<file path="src/brta_pkg.sv">
`timescale 1ns / 1ps

package brta_pkg;

  // request modes
  localparam logic [1:0] MODE_ADD_MEM = 2'd0;
  localparam logic [1:0] MODE_ADD_RES = 2'd1;
  localparam logic [1:0] MODE_FIND    = 2'd2;

  // result status codes
  localparam logic [1:0] ST_DONE    = 2'd0;
  localparam logic [1:0] ST_FULL    = 2'd1;
  localparam logic [1:0] ST_NOSPACE = 2'd2;

  // datapath operations issued by the controller
  typedef enum logic [4:0] {
    OP_NONE,
    OP_LOAD,
    OP_IDX_INC,
    OP_IDX_DEC,
    OP_WR_MOD,
    OP_DROP_BEGIN,
    OP_SHIFT_WR,
    OP_SHIFT_END,
    OP_WR_EMPTY,
    OP_INS_BEGIN,
    OP_INS_MOVE,
    OP_INS_PLACE,
    OP_INS_FIX0,
    OP_F_WIN,
    OP_F_CAND,
    OP_F_LOOP,
    OP_R_INC,
    OP_R_STEP
  } dp_op_t;

  // table read address source
  typedef enum logic [2:0] {
    RA_IDX,
    RA_JDX,
    RA_JDX_INC,
    RA_JDX_DEC,
    RA_ZERO
  } rsel_t;

  typedef struct packed {
    dp_op_t     op;
    rsel_t      rsel;
    logic       fin;
    logic [1:0] fin_status;
    logic       fin_hit;
  } brta_cmd_t;

  typedef struct packed {
    logic idx_lt_cnt;
    logic idx_zero;
    logic shift_more;
    logic jdx_zero;
    logic empty;
    logic full;
    logic a_brk;
    logic a_cov;
    logic a_mod_done;
    logic a_drop;
    logic i_less;
    logic f_small;
    logic f_below;
    logic w_bad;
    logic lo_le_cand;
    logic jdx_lt_rcnt;
    logic r_meet;
    logic r_short;
  } brta_stat_t;

endpackage

</file>
<file path="src/brta_ctrl.sv">
`timescale 1ns / 1ps

module brta_ctrl import brta_pkg::*; (
  input  logic       clk,
  input  logic       rst_n,
  input  logic       start,
  input  logic [1:0] in_mode,
  input  brta_stat_t stat,
  output brta_cmd_t  cmd,
  output logic       busy
);

  typedef enum logic [4:0] {
    S_IDLE,
    S_A_RD,
    S_A_EV,
    S_A_MOD,
    S_SH_RD,
    S_SH_WR,
    S_A_POST,
    S_I_RD,
    S_I_EV,
    S_I_C0RD,
    S_I_C0EV,
    S_F_NEXT,
    S_F_RD,
    S_F_EV,
    S_F_CAND,
    S_F_LOOP,
    S_R_RD,
    S_R_EV
  } state_t;

  state_t state_r, state_nxt;

  // next state and command
  always_comb begin
    state_nxt      = state_r;
    cmd.op         = OP_NONE;
    cmd.rsel       = RA_IDX;
    cmd.fin        = 1'b0;
    cmd.fin_status = ST_DONE;
    cmd.fin_hit    = 1'b0;
    case (state_r)
      S_IDLE: begin
        if (start) begin
          cmd.op = OP_LOAD;
          case (in_mode) inside
            MODE_ADD_MEM, MODE_ADD_RES: state_nxt = S_A_RD;
            MODE_FIND:                  state_nxt = S_F_NEXT;
            default:                    cmd.fin   = 1'b1;
          endcase
        end
      end
      // merge scan over the table
      S_A_RD: begin
        state_nxt = stat.idx_lt_cnt ? S_A_EV : S_A_POST;
      end
      S_A_EV: begin
        if (stat.a_brk) begin
          state_nxt = S_A_POST;
        end else if (stat.a_cov) begin
          cmd.fin   = 1'b1;
          state_nxt = S_IDLE;
        end else if (stat.a_mod_done) begin
          state_nxt = S_A_MOD;
        end else if (stat.a_drop) begin
          cmd.op    = OP_DROP_BEGIN;
          state_nxt = S_SH_RD;
        end else begin
          cmd.op    = OP_IDX_INC;
          state_nxt = S_A_RD;
        end
      end
      S_A_MOD: begin
        cmd.op    = OP_WR_MOD;
        cmd.fin   = 1'b1;
        state_nxt = S_IDLE;
      end
      // close the gap left by a merged entry
      S_SH_RD: begin
        cmd.rsel = RA_JDX_INC;
        if (stat.shift_more) begin
          state_nxt = S_SH_WR;
        end else begin
          cmd.op    = OP_SHIFT_END;
          state_nxt = S_A_RD;
        end
      end
      S_SH_WR: begin
        cmd.op    = OP_SHIFT_WR;
        state_nxt = S_SH_RD;
      end
      S_A_POST: begin
        if (stat.empty) begin
          cmd.op    = OP_WR_EMPTY;
          cmd.fin   = 1'b1;
          state_nxt = S_IDLE;
        end else if (stat.full) begin
          cmd.fin        = 1'b1;
          cmd.fin_status = ST_FULL;
          state_nxt      = S_IDLE;
        end else begin
          cmd.op    = OP_INS_BEGIN;
          state_nxt = S_I_RD;
        end
      end
      // sorted insert, moving entries up from the top
      S_I_RD: begin
        cmd.rsel  = RA_JDX_DEC;
        state_nxt = stat.jdx_zero ? S_I_C0RD : S_I_EV;
      end
      S_I_EV: begin
        if (stat.i_less) begin
          cmd.op    = OP_INS_MOVE;
          state_nxt = S_I_RD;
        end else begin
          cmd.op    = OP_INS_PLACE;
          state_nxt = S_I_C0RD;
        end
      end
      S_I_C0RD: begin
        cmd.rsel  = RA_ZERO;
        state_nxt = S_I_C0EV;
      end
      S_I_C0EV: begin
        cmd.op    = OP_INS_FIX0;
        cmd.fin   = 1'b1;
        state_nxt = S_IDLE;
      end
      // find: memory entries from the top down
      S_F_NEXT: begin
        if (stat.idx_zero) begin
          cmd.fin        = 1'b1;
          cmd.fin_status = ST_NOSPACE;
          state_nxt      = S_IDLE;
        end else begin
          cmd.op    = OP_IDX_DEC;
          state_nxt = S_F_RD;
        end
      end
      S_F_RD: begin
        state_nxt = S_F_EV;
      end
      S_F_EV: begin
        if (stat.f_small) begin
          state_nxt = S_F_NEXT;
        end else if (stat.f_below) begin
          cmd.fin        = 1'b1;
          cmd.fin_status = ST_NOSPACE;
          state_nxt      = S_IDLE;
        end else begin
          cmd.op    = OP_F_WIN;
          state_nxt = S_F_CAND;
        end
      end
      S_F_CAND: begin
        if (stat.w_bad) begin
          state_nxt = S_F_NEXT;
        end else begin
          cmd.op    = OP_F_CAND;
          state_nxt = S_F_LOOP;
        end
      end
      S_F_LOOP: begin
        if (!stat.lo_le_cand) begin
          state_nxt = S_F_NEXT;
        end else begin
          cmd.op    = OP_F_LOOP;
          state_nxt = S_R_RD;
        end
      end
      // reserved scan for the current candidate
      S_R_RD: begin
        cmd.rsel = RA_JDX;
        if (!stat.jdx_lt_rcnt) begin
          cmd.fin     = 1'b1;
          cmd.fin_hit = 1'b1;
          state_nxt   = S_IDLE;
        end else begin
          state_nxt = S_R_EV;
        end
      end
      S_R_EV: begin
        if (stat.r_meet) begin
          if (stat.r_short) begin
            state_nxt = S_F_NEXT;
          end else begin
            cmd.op    = OP_R_STEP;
            state_nxt = S_F_LOOP;
          end
        end else begin
          cmd.op    = OP_R_INC;
          state_nxt = S_R_RD;
        end
      end
      default: begin
        state_nxt = S_IDLE;
      end
    endcase
  end

  always_ff @(posedge clk) begin
    if (!rst_n) begin
      state_r <= S_IDLE;
    end else begin
      state_r <= state_nxt;
    end
  end

  assign busy = (state_r != S_IDLE);

endmodule

</file>
<file path="config.mk">
export PLATFORM = sky130hd
export DESIGN_NAME = brta_ctrl
export DESIGN_NICKNAME = d
export VERILOG_FILES = /design/src/brta_pkg.sv /design/src/brta_ctrl.sv
export SDC_FILE = /design/constraint.sdc
export NUM_CORES = 1
export LEC_CHECK = 0
export BUFFER_PORTS_ARGS = -buffer_cell sky130_fd_sc_hd__clkbuf_2
export CORE_UTILIZATION = 43
export DETAILED_ROUTE_END_ITERATION = 7
export PLACE_DENSITY = 0.73
export REMOVE_ABC_BUFFERS = 1
export SLEW_MARGIN = 20
export SYNTH_ARGS = -nofsm -noshare
export SYNTH_HDL_FRONTEND = slang
export SYNTH_SLANG_ARGS = --single-unit
</file>
<file path="constraint.sdc">
create_clock -name clk -period 2.21 [get_ports clk]
set_clock_uncertainty 0.2 [all_clocks]
set_input_delay 0.663 -clock clk [delete_from_list [all_inputs] [get_ports clk]]
set_output_delay 0.663 -clock clk [all_outputs]
set_load 0.01 [all_outputs]
</file>
==> results of run 1 <==
## cells in the mapped netlist (2+ instances only)
cell and n:
a211oi_1 3, a21oi_1 5, o211ai_1 3, or3b_1 2, nand2_1 7, a31oi_1 5
nand2b_1 3, dfxtp_1 5, or2_2 2, nor3_1 2, o21ai_0 2, nand3_1 7
a41oi_1 3, nand3b_1 2, nand4bb_1 2, nor2_1 15, o22a_1 2, and3_1 5
buf_2 6, nor2b_1 12, inv_1 4
## logic make-up after synthesis
kind of cell / Yosys count / share of synthesized area [%]
DFF: 5 / 11.3
xor gates and xnor gates: 1 / 0.992
and+or+nand+nor: 70 / 46.7
AOI/OAI and AO/OA: 39 / 33.3
buffers and inverters: 13 / 7.65
## how the worst max path moves through the flow
stage | start | endpoint | cells after the start
final | state_r[0] | cmd[7] | 5
after global routing | state_r[1] | cmd[7] | 7
after CTS | stat[4] | cmd[10] | 6
after detailed placement | stat[4] | cmd[10] | 6
after global placement | stat[4] | cmd[10] | 6
after floorplan | state_r[1] | cmd[9] | 4
## per-stage QoR
stage	utilization (%)	instances	setup slack, ps	area, µm²
after floorplan	-	119	-163	831
after global placement	71.2	225	-251	1380
after detailed placement	71.2	225	-285	1380
after CTS	82.3	237	-234	1600
after global routing	91.6	244	-338	1780
final	91.6	244	-288	1780
## critical path: cells and delay by family, from the launching register on
kind,cells,cell delay [ps]
AO/OA/AOI/OAI,1,360
flip-flops,1,380
buffers and inverters,1,150
AND/OR/NAND/NOR,3,490
## cells in the final DEF, fill, tap and decap left out, drive strengths merged, types with 3 or more instances in the layout
| master | Yosys | final |
|---|---|---|
| nand2b | 3 | 3 |
| o211ai | 3 | 3 |
| nand2 | 7 | 7 |
| and3 | 5 | 5 |
| dfxtp | 5 | 5 |
| a31oi | 5 | 5 |
| inv | 4 | 4 |
| buf | 8 | 69 |
| a211oi | 3 | 3 |
| nand3 | 7 | 7 |
| clkbuf | 1 | 29 |
| nor3 | 3 | 3 |
| nor2 | 15 | 15 |
| nor2b | 12 | 12 |
| a21oi | 5 | 5 |
| a41oi | 3 | 3 |
## power groups by stage
stage	clock [W]	combinational, W	sequential (W)
finish	0.000112	0.00148	0.000211
global route	0.000121	0.00154	0.000209
CTS	0.000108	0.00114	0.000219
detailed placement	0	0.000955	0.000198
global placement	0	0.000922	0.000199
floorplan	0	0.000424	0.000208
## metal layers
metal	share of wire [%]	routed length [µm]	global-route usage (%)
met5	0	0	0
met4	10	518	25.7
met1	33	1670	43.9
met2	47	2350	70.1
met3	10	505	5.00
## timing repair
action	in CTS	in global routing
resized for setup	38	44
buffers inserted	8	7
pin swaps	10	14
endpoints found under the setup margin	13	13
## cell type report
class	count	area, µm²
fill	80	163
clock buffer	4	26.3
sequential	5	119
inverter	4	15.0
timing repair buffer	94	691
multi-input combinational	110	895
tap	27	33.8
==> metrics.txt, run 1 <==
CTS tree yes; Worst path max stage delay 380 ps; FFs w/ async S/R, synth 0%; Worst-Skew Late Latency 240 ps; hold path endpoint state_r[4]; DRC viols 0; pin count of the biggest net entering global routing 11; DR pass1 iterations 5; worst relative slew slack 60.0%; initial core utilization 45.5%; violations in the final reports setup timing; vias in the first global route 1428; gp weighted congestion 0.915; r2r endpoint state_r[2]; Synth-to-Final Area Change 101%; worst reg2reg path depth 6; most flop-heavy register state_r; crit-path max FO 6; LEAKAGE 0.817 nW; unrepaired setup endpoints after global routing yes; Post-synth EDFFs 0; Flop pwr share 11.7%; hold_buf cts 0; first-pass GRT wire length 6240 µm; worst vdd ir 0.744 mV; share of cells above drive strength 1 64.5%; Peak Freq 400 MHz; Pwr Density 1010 nW/µm²; Final Cycle Share 113%; Period minus WS final 2500 ps; biggest regs state_r: 5 flops; Syn Area/Cell 6.90 µm²; grt ovf 0; Max Cap Violations 0; Hold Path Class input pin to register; number of DRC markers in iteration 0 139; sequential share of the synthesized area 11.3%; top_reg_cell synth dfxtp_1; Switch Pwr 0.000824 W; clk slew on worst S/H paths 60 ps; Worst Path Arrival 1640 ps; Routed Antenna Nets 0; R2R Setup Slk 30 ps; CP Capture Type output port; Yosys reg bits 5; initial antenna violation count 0; WHS 539 ps; drt via density 6.42; Die X 47.3 µm; Power Total 0.00181 W; Diodes inserted 0; Cell Area, Synth 883 µm²; CTS H-tree lvls 1; share of the synthesized area in the top cell type 11.3%; Core Area 1940 µm²; Max Slew Vio Count 0; P_int 0.000982 W; Setup WS post-layout -288 ps; gr usage total 39.6%; Port Buffer Count 35; Clk pwr share 6.2%; cell accounting for the most synthesized area dfxtp_1; nets@finish 241; Worst Tran Pin Value 600 ps; post-DR wirelength/cell 20.6 µm; CP startpoint kind register; Largest register FFs 5; clk sinks 5; cell depth of the worst hold path 3; Worst Hold Launch stat[1]; Fin Setup TNS -1780 ps; Switching Fraction 45.6%; Gate power share 82.1%; final setup violation count 12; Die Y 47.3 µm; crit-path cells nor3b_4 -> nand3_2 -> o32a_1 -> nand4_1 -> buf_2; # rows 16; Final Hold Fails 0; Critical Path RT 1350 ps; DP HPWL 2850 µm; Synth Instances 128; root buffer cell clkbuf_4; slowest cell on the critical path dfxtp_4; I/O Pins 36; Yosys Warn Count 0; die area 2240 µm²; dominant cells by area after synthesis dfxtp_1 (11%), nor2b_1 (8.5%), nor2_1 (6.4%); post-synthesis cell type count 52; Worst R2R Start state_r[4]; Setup CP Type register to output port; total wire length 5040 µm; Vias 1567; outcome finished with violations; Inserted Clock Buffers 3; Max clock buf depth 2
Power figures use the tool's default switching activity.
==> run 2: changes to the inputs <==
MAX_ROUTING_LAYER = met4   (was unset)
==> run 2 against run 1 <==
Compared with the run above:
- the flow still finishes with violations (setup timing)
- via count decreased by 1.2%
- non-clock buffer count rose by 6
- fmax down 2.8%
- final cell count increased by 2.5%
- combinational power about the same
- critical path depth grew 2
- power is 1.2% higher
- wire length decreased by 2.9%
- first-iteration DRC count fell by 29%
- clock-buffer cell count stayed put
- die area stayed put
- final area shrank 0.84%
- highest routed layer unchanged
==> metrics.txt, run 2 (synthesized netlist as in run 1, its figures left out) <==
Die X 47.3 µm (unchanged); number of DRC markers in iteration 0 98 (-29%); worst relative slew slack 63.2% (+3.3 points); clk sinks 5 (unchanged); Core Area 1940 µm² (unchanged); placed cell area 1420 µm² (+2.4%); Worst Tran Pin Value 551 ps (-48.9 ps); initial core utilization 45.5% (unchanged); first-pass GRT wire length 5950 µm (-4.5%); grt ovf 0 (unchanged); worst reg2reg path depth 7 (+1); Clk pwr share 5.4% (-0.8 points); Final Hold Fails 0 (unchanged); biggest regs state_r: 5 flops; hold_buf cts 0 (unchanged); Largest register FFs 5 (unchanged); die area 2240 µm² (unchanged); Max clock buf depth 2 (unchanged); Gate power share 82.3% (+0.2 points); post-DR wirelength/cell 19.6 µm (-5.2%); worst vdd ir 0.738 mV (-0.89%); Hold Path Class register to register; Peak Freq 389 MHz (-2.8%); crit-path max FO 7 (+1); violations in the final reports setup timing; final setup violation count 12 (unchanged); Max Cap Violations 0 (unchanged); nets@finish 247 (+2.5%); Final Cycle Share 116% (+3.3 points); DP HPWL 2910 µm (+2.2%); clk slew on worst S/H paths 40 ps (-20 ps); CTS H-tree lvls 1 (unchanged); Critical Path RT 1350 ps (about the same); Fin Setup TNS -1960 ps (-187 ps); final instance area 1760 µm² (-0.84%); Worst Path Arrival 1710 ps (+70 ps); pin count of the biggest net entering global routing 11 (unchanged); critical path depth 7 (+2); Diodes inserted 0 (unchanged); Max Slew Vio Count 0 (unchanged); cell depth of the worst hold path 3 (unchanged); # rows 16 (unchanged); CP Capture Type output port; Routed Antenna Nets 0 (unchanged); Die Y 47.3 µm (unchanged); CP startpoint kind register; Setup CP Type register to output port; commonest non-fill, non-tap cell in the layout buf_4; crit-path cells buf_6 -> nor3_4 -> buf_6 -> nand2_2 -> o32a_1 -> nand3_1 -> buf_2; slowest cell on the critical path dfxtp_4; drt via density 6.19 (-3.6%); P_int 0.00102 W (+4.2%); Setup WS post-layout -362 ps (-73.1 ps); Power Total 0.00183 W (+1.2%); I/O Pins 36 (unchanged); Period minus WS final 2570 ps (+73.1 ps); Worst path max stage delay 380 ps (about the same); vias in the first global route 1361 (-4.7%); outcome finished with violations; Vias 1548 (-1.2%); gp weighted congestion 0.943 (+3.1%); CTS tree yes; Pwr Density 1040 nW/µm² (+2.1%); most flop-heavy register state_r; initial antenna violation count 0 (unchanged); Switching Fraction 44.0% (-1.6 points); Flop pwr share 12.3% (+0.6 points); total wire length 4890 µm (-2.9%); DRC viols 0 (unchanged); Switch Pwr 0.000805 W (-2.3%); LEAKAGE 0.829 nW (+1.4%); gr usage total 39.2% (-0.42 points); Worst-Skew Late Latency 230 ps (about the same); Worst path top cell family by delay simple AND/OR/NAND/NOR gates; most used cell along the critical path buf_6; Buffers & Inverters on Critical Path 3 (+2); most frequent cells in the layout buf_4 (56), clkbuf_2 (25), buf_6 (11), nor2b_1 (10), nor2_1 (9); Synth-to-Final Area Change 99.7%; fill count 80 (unchanged); unrepaired setup endpoints after global routing yes; Port Buffer Count 35 (unchanged); DR pass1 iterations 4 (-1); share of cells above drive strength 1 62.3% (-2.2 points); Inserted Clock Buffers 3 (unchanged); root buffer cell clkbuf_4
==> run 2: cell count changes in the layout (fill, tap and decap cells not counted), sizes merged <==
cell / previous run / this run
buf: 69 / 75
==> run 2: path summary, 6_finish.rpt <==
check	start	to	slack (ps)
max	state_r[1]	cmd[9]	-360
min	state_r[1]	state_r[1]	520
max reg2reg	state_r[1]	state_r[4]	210
min reg2reg	state_r[1]	state_r[1]	520
==> run 2: worst min-delay path, cell delays in order, from the launching register on <==
cell and delay [ps]:
dfxtp_4 400, nor2b_1 80, nand2_1 90, a41oi_1 90
==> run 2: metrics by stage <==
step / cells / hold slack, ps / worst slack (ps) / util, %
after floorplan: 119 / 511 / -163 / -
after global placement: 231 / 542 / -249 / 72.9
after detailed placement: 231 / 543 / -282 / 72.9
after CTS: 243 / 490 / -236 / 84.4
after global routing: 250 / 555 / -392 / 90.9
final: 250 / 523 / -362 / 90.9
==> run 2: cell type report <==
cell class	instances	area [µm²]	area share [%]
Multi-Input combinational cell	110	861	48.8
Timing Repair Buffer	100	709	40.2
Sequential cell	5	119	6.74
Tap cell	27	33.8	1.91
Clock buffer	4	26.3	1.49
Inverter	4	15.0	0.851
==> run 2: what timing repair did <==
item                                    4_1_cts  5_1_grt
pin swaps                                    11       15
gates resized for setup                      40       31
setup buffers                                 8       10
endpoints found under the setup margin       13       13
==> run 2: power by group through the flow <==
stage	combinational (W)	clock [W]	sequential, W
after floorplan	0.000424	0	0.000208
after global placement	0.000938	0	0.000195
after detailed placement	0.000970	0	0.000195
after CTS	0.00118	0.000101	0.000223
after global routing	0.00158	0.000109	0.000224
final	0.00150	0.0000994	0.000225
==> run 2: metal layers <==
metal,wire (µm),vias up,part of all wire (%),GRT usage [%]
met1,1760,703,36,45.5
met4,239,0,4.9,14.3
met5,0,-,0,-
met2,2410,129,49,68.8
li1,-,680,-,-
met3,484,36,9.9,3.85
